==> config.mk <==
export PLATFORM = sky130hd
export DESIGN_NAME = ipv6_canonical_text_formatter
export DESIGN_NICKNAME = d
export VERILOG_FILES = /design/src/ipv6ctf_pkg.sv /design/src/ipv6ctf_front.sv /design/src/ipv6ctf_queue.sv /design/src/ipv6ctf_back.sv /design/src/ipv6_canonical_text_formatter.sv
export SDC_FILE = /design/constraint.sdc
export NUM_CORES = 1
export LEC_CHECK = 0
export ABC_AREA = 1
export BUFFER_PORTS_ARGS = -buffer_cell sky130_fd_sc_hd__buf_2
export CORE_MARGIN = 1.5
export CORE_UTILIZATION = 66
export DETAILED_ROUTE_END_ITERATION = 12
export PLACE_DENSITY = 0.86
export SKIP_LAST_GASP = 1
export SLEW_MARGIN = 10
export SYNTH_ARGS = -nofsm -noshare
export SYNTH_HDL_FRONTEND = slang
export SYNTH_SLANG_ARGS = --single-unit
==> constraint.sdc <==
create_clock -name clk -period 20.2 [get_ports clk]
set_clock_uncertainty 0.15 [all_clocks]
set_input_delay 0 -clock clk [delete_from_list [all_inputs] [get_ports clk]]
set_output_delay 0 -clock clk [all_outputs]
set_load 0.02 [all_outputs]
==> src/ipv6ctf_pkg.sv <==
// Shared types, constants and helper functions of the IPv6 text formatter.
// Used by the front, queue and back modules and by the top level; no dependencies.

package ipv6ctf_pkg;

  localparam int QDEPTH = 2;
  localparam int QCNT_W = 2;
  localparam int QPTR_W = 1;

  localparam logic [6:0] CH_COLON = 7'h3a;
  localparam logic [6:0] CH_DOT   = 7'h2e;
  localparam logic [6:0] CH_ZERO  = 7'h30;
  localparam logic [6:0] CH_HEXA  = 7'h57;

  typedef struct packed {
    logic [127:0] addr;
    logic         plain;
    logic         v4;
    logic [2:0]   best_pos;
    logic [3:0]   best_len;
  } desc_t;

  typedef enum logic [2:0] {
    ST_IDLE,
    ST_CMP,
    ST_CMP2,
    ST_SEP,
    ST_HEX,
    ST_TSEP,
    ST_DEC,
    ST_DOT
  } emit_state_t;

  function automatic logic [15:0] group_of(input logic [127:0] a, input logic [2:0] g);
    logic [2:0] s;
    begin
      s = 3'd7 - g;
      return a[{s, 4'b0000} +: 16];
    end
  endfunction

  function automatic logic [7:0] octet_of(input logic [127:0] a, input logic [1:0] k);
    logic [1:0] s;
    logic [31:0] w;
    begin
      s = 2'd3 - k;
      w = a[31:0];
      return w[{s, 3'b000} +: 8];
    end
  endfunction

  function automatic logic [1:0] lead_nib(input logic [15:0] v);
    begin
      if (v[15:12] != 4'd0) return 2'd3;
      else if (v[11:8] != 4'd0) return 2'd2;
      else if (v[7:4] != 4'd0) return 2'd1;
      else return 2'd0;
    end
  endfunction

  function automatic logic [1:0] lead_dig(input logic [7:0] v);
    begin
      if (v >= 8'd100) return 2'd2;
      else if (v >= 8'd10) return 2'd1;
      else return 2'd0;
    end
  endfunction

  function automatic logic [6:0] hex_char(input logic [3:0] d);
    begin
      if (d < 4'd10) return CH_ZERO + {3'b000, d};
      else return CH_HEXA + {3'b000, d};
    end
  endfunction

  // Decimal digits of an octet by reciprocal multiplication.
  function automatic logic [3:0] dec_digit(input logic [7:0] v, input logic [1:0] pos);
    logic [15:0] p10;
    logic [4:0]  q10;
    logic [13:0] p100;
    logic [12:0] pt;
    logic [4:0]  tens;
    logic [7:0]  ones;
    begin
      p10  = {8'd0, v} * 16'd205;
      q10  = p10[15:11];
      p100 = {6'd0, v} * 14'd41;
      pt   = {8'd0, q10} * 13'd205;
      tens = q10 - 5'd10 * {3'b000, pt[12:11]};
      ones = v - 8'd10 * {3'b000, q10};
      case (pos)
        2'd2:    return {2'b00, p100[13:12]};
        2'd1:    return tens[3:0];
        default: return ones[3:0];
      endcase
    end
  endfunction

endpackage

==> src/ipv6ctf_front.sv <==
// Front end: holds the mode register, accepts addresses and classifies them.
// Finds the v4 forms and the longest zero-group run; depends on ipv6ctf_pkg.

module ipv6ctf_front (
  input  logic                   clk,
  input  logic                   rst_n,
  input  logic                   cfg_valid,
  output logic                   cfg_ready,
  input  logic                   cfg_data,
  input  logic                   in_tvalid,
  output logic                   in_tready,
  input  logic [127:0]           in_tdata,
  input  logic                   q_full,
  output logic                   push,
  output ipv6ctf_pkg::desc_t     push_desc
);

  logic         cfg_r;
  logic         cfg_nxt;
  logic [63:0]  hi;
  logic [63:0]  lo;
  logic [127:0] addr;
  logic         top_zero;
  logic         mapped;
  logic         compat;
  logic         v4;
  logic [2:0]   run_pos;
  logic [3:0]   run_len;
  logic [2:0]   best_pos;
  logic [3:0]   best_len;

  function automatic logic group_is_zero(input logic [127:0] a, input logic [2:0] g);
    begin
      return ipv6ctf_pkg::group_of(a, g) == 16'd0;
    end
  endfunction

  assign cfg_ready = 1'b1;
  assign cfg_nxt   = (cfg_valid && cfg_ready) ? cfg_data : cfg_r;

  always_ff @(posedge clk) begin
    if (!rst_n) begin
      cfg_r <= 1'b0;
    end else begin
      cfg_r <= cfg_nxt;
    end
  end

  assign hi       = in_tdata[63:0];
  assign lo       = in_tdata[127:64];
  assign addr     = {hi, lo};
  assign top_zero = (hi == 64'd0) && (lo[63:48] == 16'd0);
  assign mapped   = top_zero && (lo[47:32] == 16'hffff);
  assign compat   = top_zero && (lo[47:32] == 16'd0) && (lo[31:24] != 8'd0);
  assign v4       = mapped || compat;

  always_comb begin
    run_pos  = 3'd0;
    run_len  = 4'd0;
    best_pos = 3'd0;
    best_len = 4'd0;
    for (int i = 0; i < 8; i++) begin
      if (!(v4 && i >= 6)) begin
        if (group_is_zero(addr, 3'(i))) begin
          if (run_len == 4'd0) run_pos = 3'(i);
          run_len = run_len + 4'd1;
          if (run_len >= 4'd2 && run_len > best_len) begin
            best_len = run_len;
            best_pos = run_pos;
          end
        end else begin
          run_len = 4'd0;
        end
      end
    end
  end

  assign in_tready          = !q_full;
  assign push               = in_tvalid && in_tready;
  assign push_desc.addr     = addr;
  assign push_desc.plain    = mapped && cfg_r;
  assign push_desc.v4       = v4;
  assign push_desc.best_pos = best_pos;
  assign push_desc.best_len = best_len;

endmodule

==> src/ipv6ctf_queue.sv <==
// Short descriptor queue between the front and back ends.
// Register-based FIFO of ipv6ctf_pkg::desc_t entries; depends on ipv6ctf_pkg.

module ipv6ctf_queue (
  input  logic                                clk,
  input  logic                                rst_n,
  input  logic                                push,
  input  ipv6ctf_pkg::desc_t                  push_desc,
  input  logic                                pop,
  output ipv6ctf_pkg::desc_t                  head,
  output logic [ipv6ctf_pkg::QCNT_W-1:0]      cnt,
  output logic                                full,
  output logic                                empty
);

  ipv6ctf_pkg::desc_t                 mem_r [ipv6ctf_pkg::QDEPTH];
  logic [ipv6ctf_pkg::QPTR_W-1:0]     wr_ptr_r;
  logic [ipv6ctf_pkg::QPTR_W-1:0]     wr_ptr_nxt;
  logic [ipv6ctf_pkg::QPTR_W-1:0]     rd_ptr_r;
  logic [ipv6ctf_pkg::QPTR_W-1:0]     rd_ptr_nxt;
  logic [ipv6ctf_pkg::QCNT_W-1:0]     cnt_r;
  logic [ipv6ctf_pkg::QCNT_W-1:0]     cnt_nxt;

  always_comb begin
    wr_ptr_nxt = push ? wr_ptr_r + 1'b1 : wr_ptr_r;
    rd_ptr_nxt = pop  ? rd_ptr_r + 1'b1 : rd_ptr_r;
    cnt_nxt    = cnt_r;
    if (push && !pop) cnt_nxt = cnt_r + 1'b1;
    else if (pop && !push) cnt_nxt = cnt_r - 1'b1;
  end

  always_ff @(posedge clk) begin
    if (!rst_n) begin
      wr_ptr_r <= '0;
      rd_ptr_r <= '0;
      cnt_r    <= '0;
    end else begin
      wr_ptr_r <= wr_ptr_nxt;
      rd_ptr_r <= rd_ptr_nxt;
      cnt_r    <= cnt_nxt;
    end
  end

  always_ff @(posedge clk) begin
    if (push) begin
      mem_r[wr_ptr_r] <= push_desc;
    end
  end

  assign head  = mem_r[rd_ptr_r];
  assign cnt   = cnt_r;
  assign full  = (cnt_r == ipv6ctf_pkg::QCNT_W'(ipv6ctf_pkg::QDEPTH));
  assign empty = (cnt_r == '0);

endmodule

==> src/ipv6ctf_back.sv <==
// Back end: walks one classified address and emits its text one character per item.
// Holds the character sequencer and the output register; depends on ipv6ctf_pkg.

module ipv6ctf_back (
  input  logic                 clk,
  input  logic                 rst_n,
  input  logic                 q_empty,
  input  ipv6ctf_pkg::desc_t   head,
  output logic                 pop,
  output logic                 out_tvalid,
  input  logic                 out_tready,
  output logic [7:0]           out_tdata,
  output logic                 out_tlast
);

  ipv6ctf_pkg::emit_state_t st_r, st_nxt;
  logic [127:0] addr_r, addr_nxt;
  logic         v4_r, v4_nxt;
  logic [2:0]   bpos_r, bpos_nxt;
  logic [3:0]   blen_r, blen_nxt;
  logic [2:0]   grp_r, grp_nxt;
  logic [1:0]   nib_r, nib_nxt;
  logic [1:0]   oct_r, oct_nxt;
  logic [1:0]   dig_r, dig_nxt;
  logic         ov_r, ov_nxt;
  logic [6:0]   och_r, och_nxt;
  logic         olast_r, olast_nxt;

  logic         adv;
  logic         emit;
  logic [6:0]   ch;
  logic         last;
  logic [3:0]   n;
  logic [3:0]   j;
  logic [15:0]  grp_val;
  logic [7:0]   oct_val;

  assign adv     = !ov_r || out_tready;
  assign n       = v4_r ? 4'd6 : 4'd8;
  assign j       = {1'b0, grp_r} + 4'd1;
  assign grp_val = ipv6ctf_pkg::group_of(addr_r, grp_r);
  assign oct_val = ipv6ctf_pkg::octet_of(addr_r, oct_r);

  always_comb begin
    st_nxt   = st_r;
    addr_nxt = addr_r;
    v4_nxt   = v4_r;
    bpos_nxt = bpos_r;
    blen_nxt = blen_r;
    grp_nxt  = grp_r;
    nib_nxt  = nib_r;
    oct_nxt  = oct_r;
    dig_nxt  = dig_r;
    emit     = 1'b0;
    ch       = ipv6ctf_pkg::CH_COLON;
    last     = 1'b0;
    pop      = 1'b0;
    case (st_r)
      ipv6ctf_pkg::ST_IDLE: begin
        if (!q_empty) begin
          pop      = 1'b1;
          addr_nxt = head.addr;
          v4_nxt   = head.v4;
          bpos_nxt = head.best_pos;
          blen_nxt = head.best_len;
          grp_nxt  = 3'd0;
          oct_nxt  = 2'd0;
          dig_nxt  = ipv6ctf_pkg::lead_dig(ipv6ctf_pkg::octet_of(head.addr, 2'd0));
          nib_nxt  = ipv6ctf_pkg::lead_nib(ipv6ctf_pkg::group_of(head.addr, 3'd0));
          if (head.plain) begin
            st_nxt = ipv6ctf_pkg::ST_DEC;
          end else if (head.best_len != 4'd0 && head.best_pos == 3'd0) begin
            st_nxt = ipv6ctf_pkg::ST_CMP;
          end else begin
            st_nxt = ipv6ctf_pkg::ST_HEX;
          end
        end
      end
      ipv6ctf_pkg::ST_CMP: begin
        if (adv) begin
          emit = 1'b1;
          if (blen_r == n - {1'b0, grp_r}) begin
            st_nxt = ipv6ctf_pkg::ST_CMP2;
          end else begin
            grp_nxt  = grp_r + blen_r[2:0];
            blen_nxt = 4'd0;
            st_nxt   = ipv6ctf_pkg::ST_SEP;
          end
        end
      end
      ipv6ctf_pkg::ST_CMP2: begin
        if (adv) begin
          emit = 1'b1;
          if (v4_r) begin
            oct_nxt = 2'd0;
            dig_nxt = ipv6ctf_pkg::lead_dig(ipv6ctf_pkg::octet_of(addr_r, 2'd0));
            st_nxt  = ipv6ctf_pkg::ST_DEC;
          end else begin
            last   = 1'b1;
            st_nxt = ipv6ctf_pkg::ST_IDLE;
          end
        end
      end
      ipv6ctf_pkg::ST_SEP: begin
        if (adv) begin
          emit    = 1'b1;
          nib_nxt = ipv6ctf_pkg::lead_nib(grp_val);
          st_nxt  = ipv6ctf_pkg::ST_HEX;
        end
      end
      ipv6ctf_pkg::ST_HEX: begin
        if (adv) begin
          emit = 1'b1;
          ch   = ipv6ctf_pkg::hex_char(grp_val[{nib_r, 2'b00} +: 4]);
          if (nib_r != 2'd0) begin
            nib_nxt = nib_r - 2'd1;
          end else if (j == n) begin
            if (v4_r) begin
              st_nxt = ipv6ctf_pkg::ST_TSEP;
            end else begin
              last   = 1'b1;
              st_nxt = ipv6ctf_pkg::ST_IDLE;
            end
          end else begin
            grp_nxt = j[2:0];
            if (blen_r != 4'd0 && j[2:0] == bpos_r) begin
              st_nxt = ipv6ctf_pkg::ST_CMP;
            end else begin
              st_nxt = ipv6ctf_pkg::ST_SEP;
            end
          end
        end
      end
      ipv6ctf_pkg::ST_TSEP: begin
        if (adv) begin
          emit    = 1'b1;
          oct_nxt = 2'd0;
          dig_nxt = ipv6ctf_pkg::lead_dig(ipv6ctf_pkg::octet_of(addr_r, 2'd0));
          st_nxt  = ipv6ctf_pkg::ST_DEC;
        end
      end
      ipv6ctf_pkg::ST_DEC: begin
        if (adv) begin
          emit = 1'b1;
          ch   = ipv6ctf_pkg::CH_ZERO + {3'b000, ipv6ctf_pkg::dec_digit(oct_val, dig_r)};
          if (dig_r != 2'd0) begin
            dig_nxt = dig_r - 2'd1;
          end else if (oct_r == 2'd3) begin
            last   = 1'b1;
            st_nxt = ipv6ctf_pkg::ST_IDLE;
          end else begin
            st_nxt = ipv6ctf_pkg::ST_DOT;
          end
        end
      end
      ipv6ctf_pkg::ST_DOT: begin
        if (adv) begin
          emit    = 1'b1;
          ch      = ipv6ctf_pkg::CH_DOT;
          oct_nxt = oct_r + 2'd1;
          dig_nxt = ipv6ctf_pkg::lead_dig(ipv6ctf_pkg::octet_of(addr_r, oct_r + 2'd1));
          st_nxt  = ipv6ctf_pkg::ST_DEC;
        end
      end
      default: begin
        st_nxt = ipv6ctf_pkg::ST_IDLE;
      end
    endcase
  end

  always_comb begin
    ov_nxt    = ov_r;
    och_nxt   = och_r;
    olast_nxt = olast_r;
    if (emit) begin
      ov_nxt    = 1'b1;
      och_nxt   = ch;
      olast_nxt = last;
    end else if (out_tready) begin
      ov_nxt = 1'b0;
    end
  end

  always_ff @(posedge clk) begin
    if (!rst_n) begin
      st_r <= ipv6ctf_pkg::ST_IDLE;
      ov_r <= 1'b0;
    end else begin
      st_r <= st_nxt;
      ov_r <= ov_nxt;
    end
  end

  always_ff @(posedge clk) begin
    addr_r  <= addr_nxt;
    v4_r    <= v4_nxt;
    bpos_r  <= bpos_nxt;
    blen_r  <= blen_nxt;
    grp_r   <= grp_nxt;
    nib_r   <= nib_nxt;
    oct_r   <= oct_nxt;
    dig_r   <= dig_nxt;
    och_r   <= och_nxt;
    olast_r <= olast_nxt;
  end

  assign out_tvalid = ov_r;
  assign out_tdata  = {1'b0, och_r};
  assign out_tlast  = olast_r;

endmodule

==> src/ipv6_canonical_text_formatter.sv <==
// Top level of the canonical IPv6 text formatter (RFC 5952 form).
// Instantiates ipv6ctf_front, ipv6ctf_queue and ipv6ctf_back; depends on ipv6ctf_pkg.
//
// Usage:
//   in_*  : one 128-bit address per item; in_tdata[63:0] holds octets 0-7,
//           in_tdata[127:64] octets 8-15, octet 0/8 in the top byte of each half.
//   out_* : one ASCII character per item in out_tdata[6:0], bit 7 zero;
//           out_tlast marks the final character of an address.
//   cfg_* : one-bit write of the mode register; 1 prints ffff-mapped
//           addresses as a bare dotted quad. Write only while idle.
// Path: an accepted address goes into the queue; a free sequencer loads it
//   from there and then puts its first character in the output register.
// Throughput: an address of C characters (2 to 39) holds the character
//   sequencer while it emits them, one character a cycle unless the receiver
//   stalls; it loads the next address from the queue in its idle state.
// A two-entry queue lets the front accept addresses while the back end
//   still emits; in_tready drops only when that queue is full.
// Reset: queue empty, sequencer idle, output empty, mode register cleared.
// Receiver stall: the output register holds its character and the
//   sequencer waits; input is taken until the queue fills.

module ipv6_canonical_text_formatter (
  input  logic         clk,
  input  logic         rst_n,
  input  logic         cfg_valid,
  output logic         cfg_ready,
  input  logic         cfg_data,     // mapped_as_plain_ipv4
  input  logic         in_tvalid,
  output logic         in_tready,
  input  logic [127:0] in_tdata,     // [63:0] addr_high, [127:64] addr_low
  output logic         out_tvalid,
  input  logic         out_tready,
  output logic [7:0]   out_tdata,    // [6:0] out_char, [7] zero
  output logic         out_tlast     // last_char
);

  ipv6ctf_pkg::desc_t                  push_desc;
  ipv6ctf_pkg::desc_t                  head;
  logic                                push;
  logic                                pop;
  logic                                q_full;
  logic                                q_empty;
  logic [ipv6ctf_pkg::QCNT_W-1:0]      q_cnt;

  ipv6ctf_front u_front (
    .clk       (clk),
    .rst_n     (rst_n),
    .cfg_valid (cfg_valid),
    .cfg_ready (cfg_ready),
    .cfg_data  (cfg_data),
    .in_tvalid (in_tvalid),
    .in_tready (in_tready),
    .in_tdata  (in_tdata),
    .q_full    (q_full),
    .push      (push),
    .push_desc (push_desc)
  );

  ipv6ctf_queue u_queue (
    .clk       (clk),
    .rst_n     (rst_n),
    .push      (push),
    .push_desc (push_desc),
    .pop       (pop),
    .head      (head),
    .cnt       (q_cnt),
    .full      (q_full),
    .empty     (q_empty)
  );

  ipv6ctf_back u_back (
    .clk        (clk),
    .rst_n      (rst_n),
    .q_empty    (q_empty),
    .head       (head),
    .pop        (pop),
    .out_tvalid (out_tvalid),
    .out_tready (out_tready),
    .out_tdata  (out_tdata),
    .out_tlast  (out_tlast)
  );

  a_q_bound: assert property (@(posedge clk) disable iff (!rst_n)
    q_cnt <= ipv6ctf_pkg::QCNT_W'(ipv6ctf_pkg::QDEPTH))
    else $error("queue count beyond depth");

  a_pop_nonempty: assert property (@(posedge clk) disable iff (!rst_n)
    pop |-> q_cnt != '0)
    else $error("pop from empty queue");

  a_out_hold: assert property (@(posedge clk) disable iff (!rst_n)
    (out_tvalid && !out_tready) |=>
      (out_tvalid && $stable(out_tdata) && $stable(out_tlast)))
    else $error("output item changed while stalled");

endmodule
==> impl_metrics.env <==
export IMPL_via_per_inst=6.066
export IMPL_layout_commonest_cell="edfxtp_1"
export IMPL_min_from="in_tdata[0]"
export IMPL_drt_total_wl_um=58600
export IMPL_nFillCells=1885
export IMPL_tightest_slew_ns=1.194
export IMPL_placed_cells=2401
export IMPL_drc=0
export IMPL_yosysUniqueCellTypes=64
export IMPL_insertion_delay_ns=0.56
export IMPL_h_tree_depth=2
export IMPL_fin_crit_ns=9.888
export IMPL_cp_slowest_stage_delay_ns=0.98
export IMPL_r2r_start="u_back.oct_r[0]$_SDFFCE_PN0P_"
export IMPL_cts_tree="built"
export IMPL_outcome="finished clean"
export IMPL_nets=2415
export IMPL_cp_arrival_ns=10.04
export IMPL_cp_max_fo=33
export IMPL_hold_path_depth=2
export IMPL_core_area_um2=32540
export IMPL_grtUsageTotal=0.3461
export IMPL_fp_dieW_um=185.0
export IMPL_avgSynthCellArea_um2=11.80
export IMPL_synth_edff_count=427
export IMPL_drtPass1Iterations=6
export IMPL_crit_top_cell="inv_1"
export IMPL_cts_buffer_depth=3
export IMPL_cp_end_kind="flop"
export IMPL_holdBufCountCts=133
export IMPL_startpoint_type="flop"
export IMPL_grt_max_degree=84
export IMPL_ant_nets=0
export IMPL_reg2regPathDepth=39
export IMPL_clock_sinks=437
export IMPL_hold_end="u_queue.mem_r[1][73]$_DFFE_PP_"
export IMPL_wl_per_cell_um=22.42
export IMPL_fin_crit_sh=0.4895
export IMPL_die_h_um=185.0
export IMPL_yosysWarnings=0
export IMPL_max_slew_margin_rel=0.2043
export IMPL_synthFlopType="edfxtp_1"
export IMPL_maxCapViolations=0
export IMPL_netlist_area_um2=21850
export IMPL_area_growth_pct=17.63
export IMPL_hold_viol_final=0
export IMPL_place_gp_congestion=0.9541
export IMPL_cpMaxStageDelayCell="edfxtp_1"
export IMPL_port_buffers=143
export IMPL_grt_overflow_total=0
export IMPL_synth_seq_cells=437
export IMPL_totalNegativeSetupSlack_ns=0
export IMPL_die_area_um2=34210
export IMPL_fp_row_count=66
export IMPL_finalNonFillerCells=2614
export IMPL_r2r_setup_slack_ns=10.31
export IMPL_drt_initial_drc_count=1839
export IMPL_final_max_slew_viol_count=0
export IMPL_antenna_found_initial=3
export IMPL_crit_required_ns=20.35
export IMPL_post_dp_cell_area_um2=22960
export IMPL_hold_class="in -> reg"
export IMPL_grt_pass1_vias=15617
export IMPL_initial_core_util=0.6716
export IMPL_setup_violations=0
export IMPL_cts_buffers=44
export IMPL_crit_path_start="u_back.oct_r[0]$_SDFFCE_PN0P_"
export IMPL_io_pins=146
export IMPL_place_hpwl_um=36250
export IMPL_cts_root_buffer="clkbuf_16"
export IMPL_timing_rr_end="u_back.och_r[3]$_DFFE_PP_"
export IMPL_ys_seq_area_frac=0.5960
export IMPL_drive_above_1_share=0.1859
export IMPL_grt_pass1_wl_um=88070
export IMPL_criticalPathCategory="reg -> reg"
export IMPL_clk_pin_slew_worst_paths_ns=0.06
export IMPL_ctsResizeCount=0
export IMPL_fmax_mhz=101.1
export IMPL_syn_inst=1852
export IMPL_timing_hold_ws_ns=0.02807
export IMPL_dr_total_vias=15857
export IMPL_finalInstanceArea_um2=25700
export IMPL_postCtsSetupRepairBufs=0
export IMPL_final_cell_mix="edfxtp_1, nand2_1, nor2_1"
export IMPL_rsz0062_at_grt="no"
export IMPL_async_flop_share=0
[Yosys cell counts (all sizes together), types with 13 or more instances]
master,number,area share
inv,200,0.034
nand2,256,0.047
buf,43,0.012
a21oi,76,0.018
xor2,13,0.0052
nor2,221,0.042
ha,124,0.071
o21ai,128,0.029
nand4,22,0.0066
nand3,71,0.018
fa,19,0.017
edfxtp,427,0.59
mux2,125,0.064
o211ai,13,0.0045
[state kept, by name, indices dropped and copies added (netlist names), 3 cells and up, named ones only]
name	cells
u_back.st_r	3
u_back.bpos_r	3
u_queue.mem_r	274
u_back.addr_r	128
u_back.grp_r	3
u_back.och_r	7
u_back.blen_r	4
[logic make-up after synthesis]
group	share of synthesized area
mux	0.06625
compound gates	0.06883
simple gates	0.1238
flops	0.5960
xor+xnor	0.008017
fa+ha+maj	0.08841
buf+inv	0.04839
other cells	0.0003437
[metrics by stage]
stage            util  setup WS [ns]
2_1_floorplan       -          11.26
3_3_place_gp   0.7057          10.72
3_5_place_dp   0.7057          10.55
4_1_cts        0.7896          10.51
5_1_grt        0.7900          9.726
6_report       0.7900          10.31
[layer usage]
layer,part of all wire,GRT usage,up-vias
met5,0,0,-
met4,0.033,0.1229,0
met3,0.083,0.05623,138
met2,0.50,0.5949,906
met1,0.38,0.4471,7704
li1,-,-,7109
[layout make-up]
cell class / count / area (um^2) / area share
repair buffers: 286 / 2122 / 0.08256
clock inverters: 21 / 214.0 / 0.008324
diodes: 4 / 10.01 / 0.0003894
inverters: 203 / 764.5 / 0.02974
flip-flops and latches: 437 / 13030 / 0.5068
clock buffers: 55 / 1185 / 0.04610
well taps: 442 / 553.0 / 0.02152
multi-input cells: 1166 / 7828 / 0.3045
[critical path: cells and delay by family (launching register included)]
kind	cells	cell delay [ns]
XOR/XNOR	2	0.41
AND/OR/NAND/NOR	10	1.31
buffers and inverters	8	1.29
AO/OA/AOI/OAI	8	1.44
flip-flops	1	0.98
adder cells (fa/ha/maj)	11	4.05
[worst max path at each step]
stage / to / slack [ns] / cells after the start
after floorplan: u_queue.cnt[1]$_SDFFE_PN0P_ / 11.26 / 10
after global placement: u_back.och_r[3]$_DFFE_PP_ / 10.72 / 39
after detailed placement: u_back.och_r[3]$_DFFE_PP_ / 10.55 / 39
after CTS: u_back.och_r[3]$_DFFE_PP_ / 10.51 / 39
after global routing: u_back.och_r[3]$_DFFE_PP_ / 9.73 / 39
final: u_back.och_r[3]$_DFFE_PP_ / 10.31 / 39
Power is left out: the tool's default activity adds up to more than one toggle a clock period on the data nets, which glitch-free logic cannot reach.
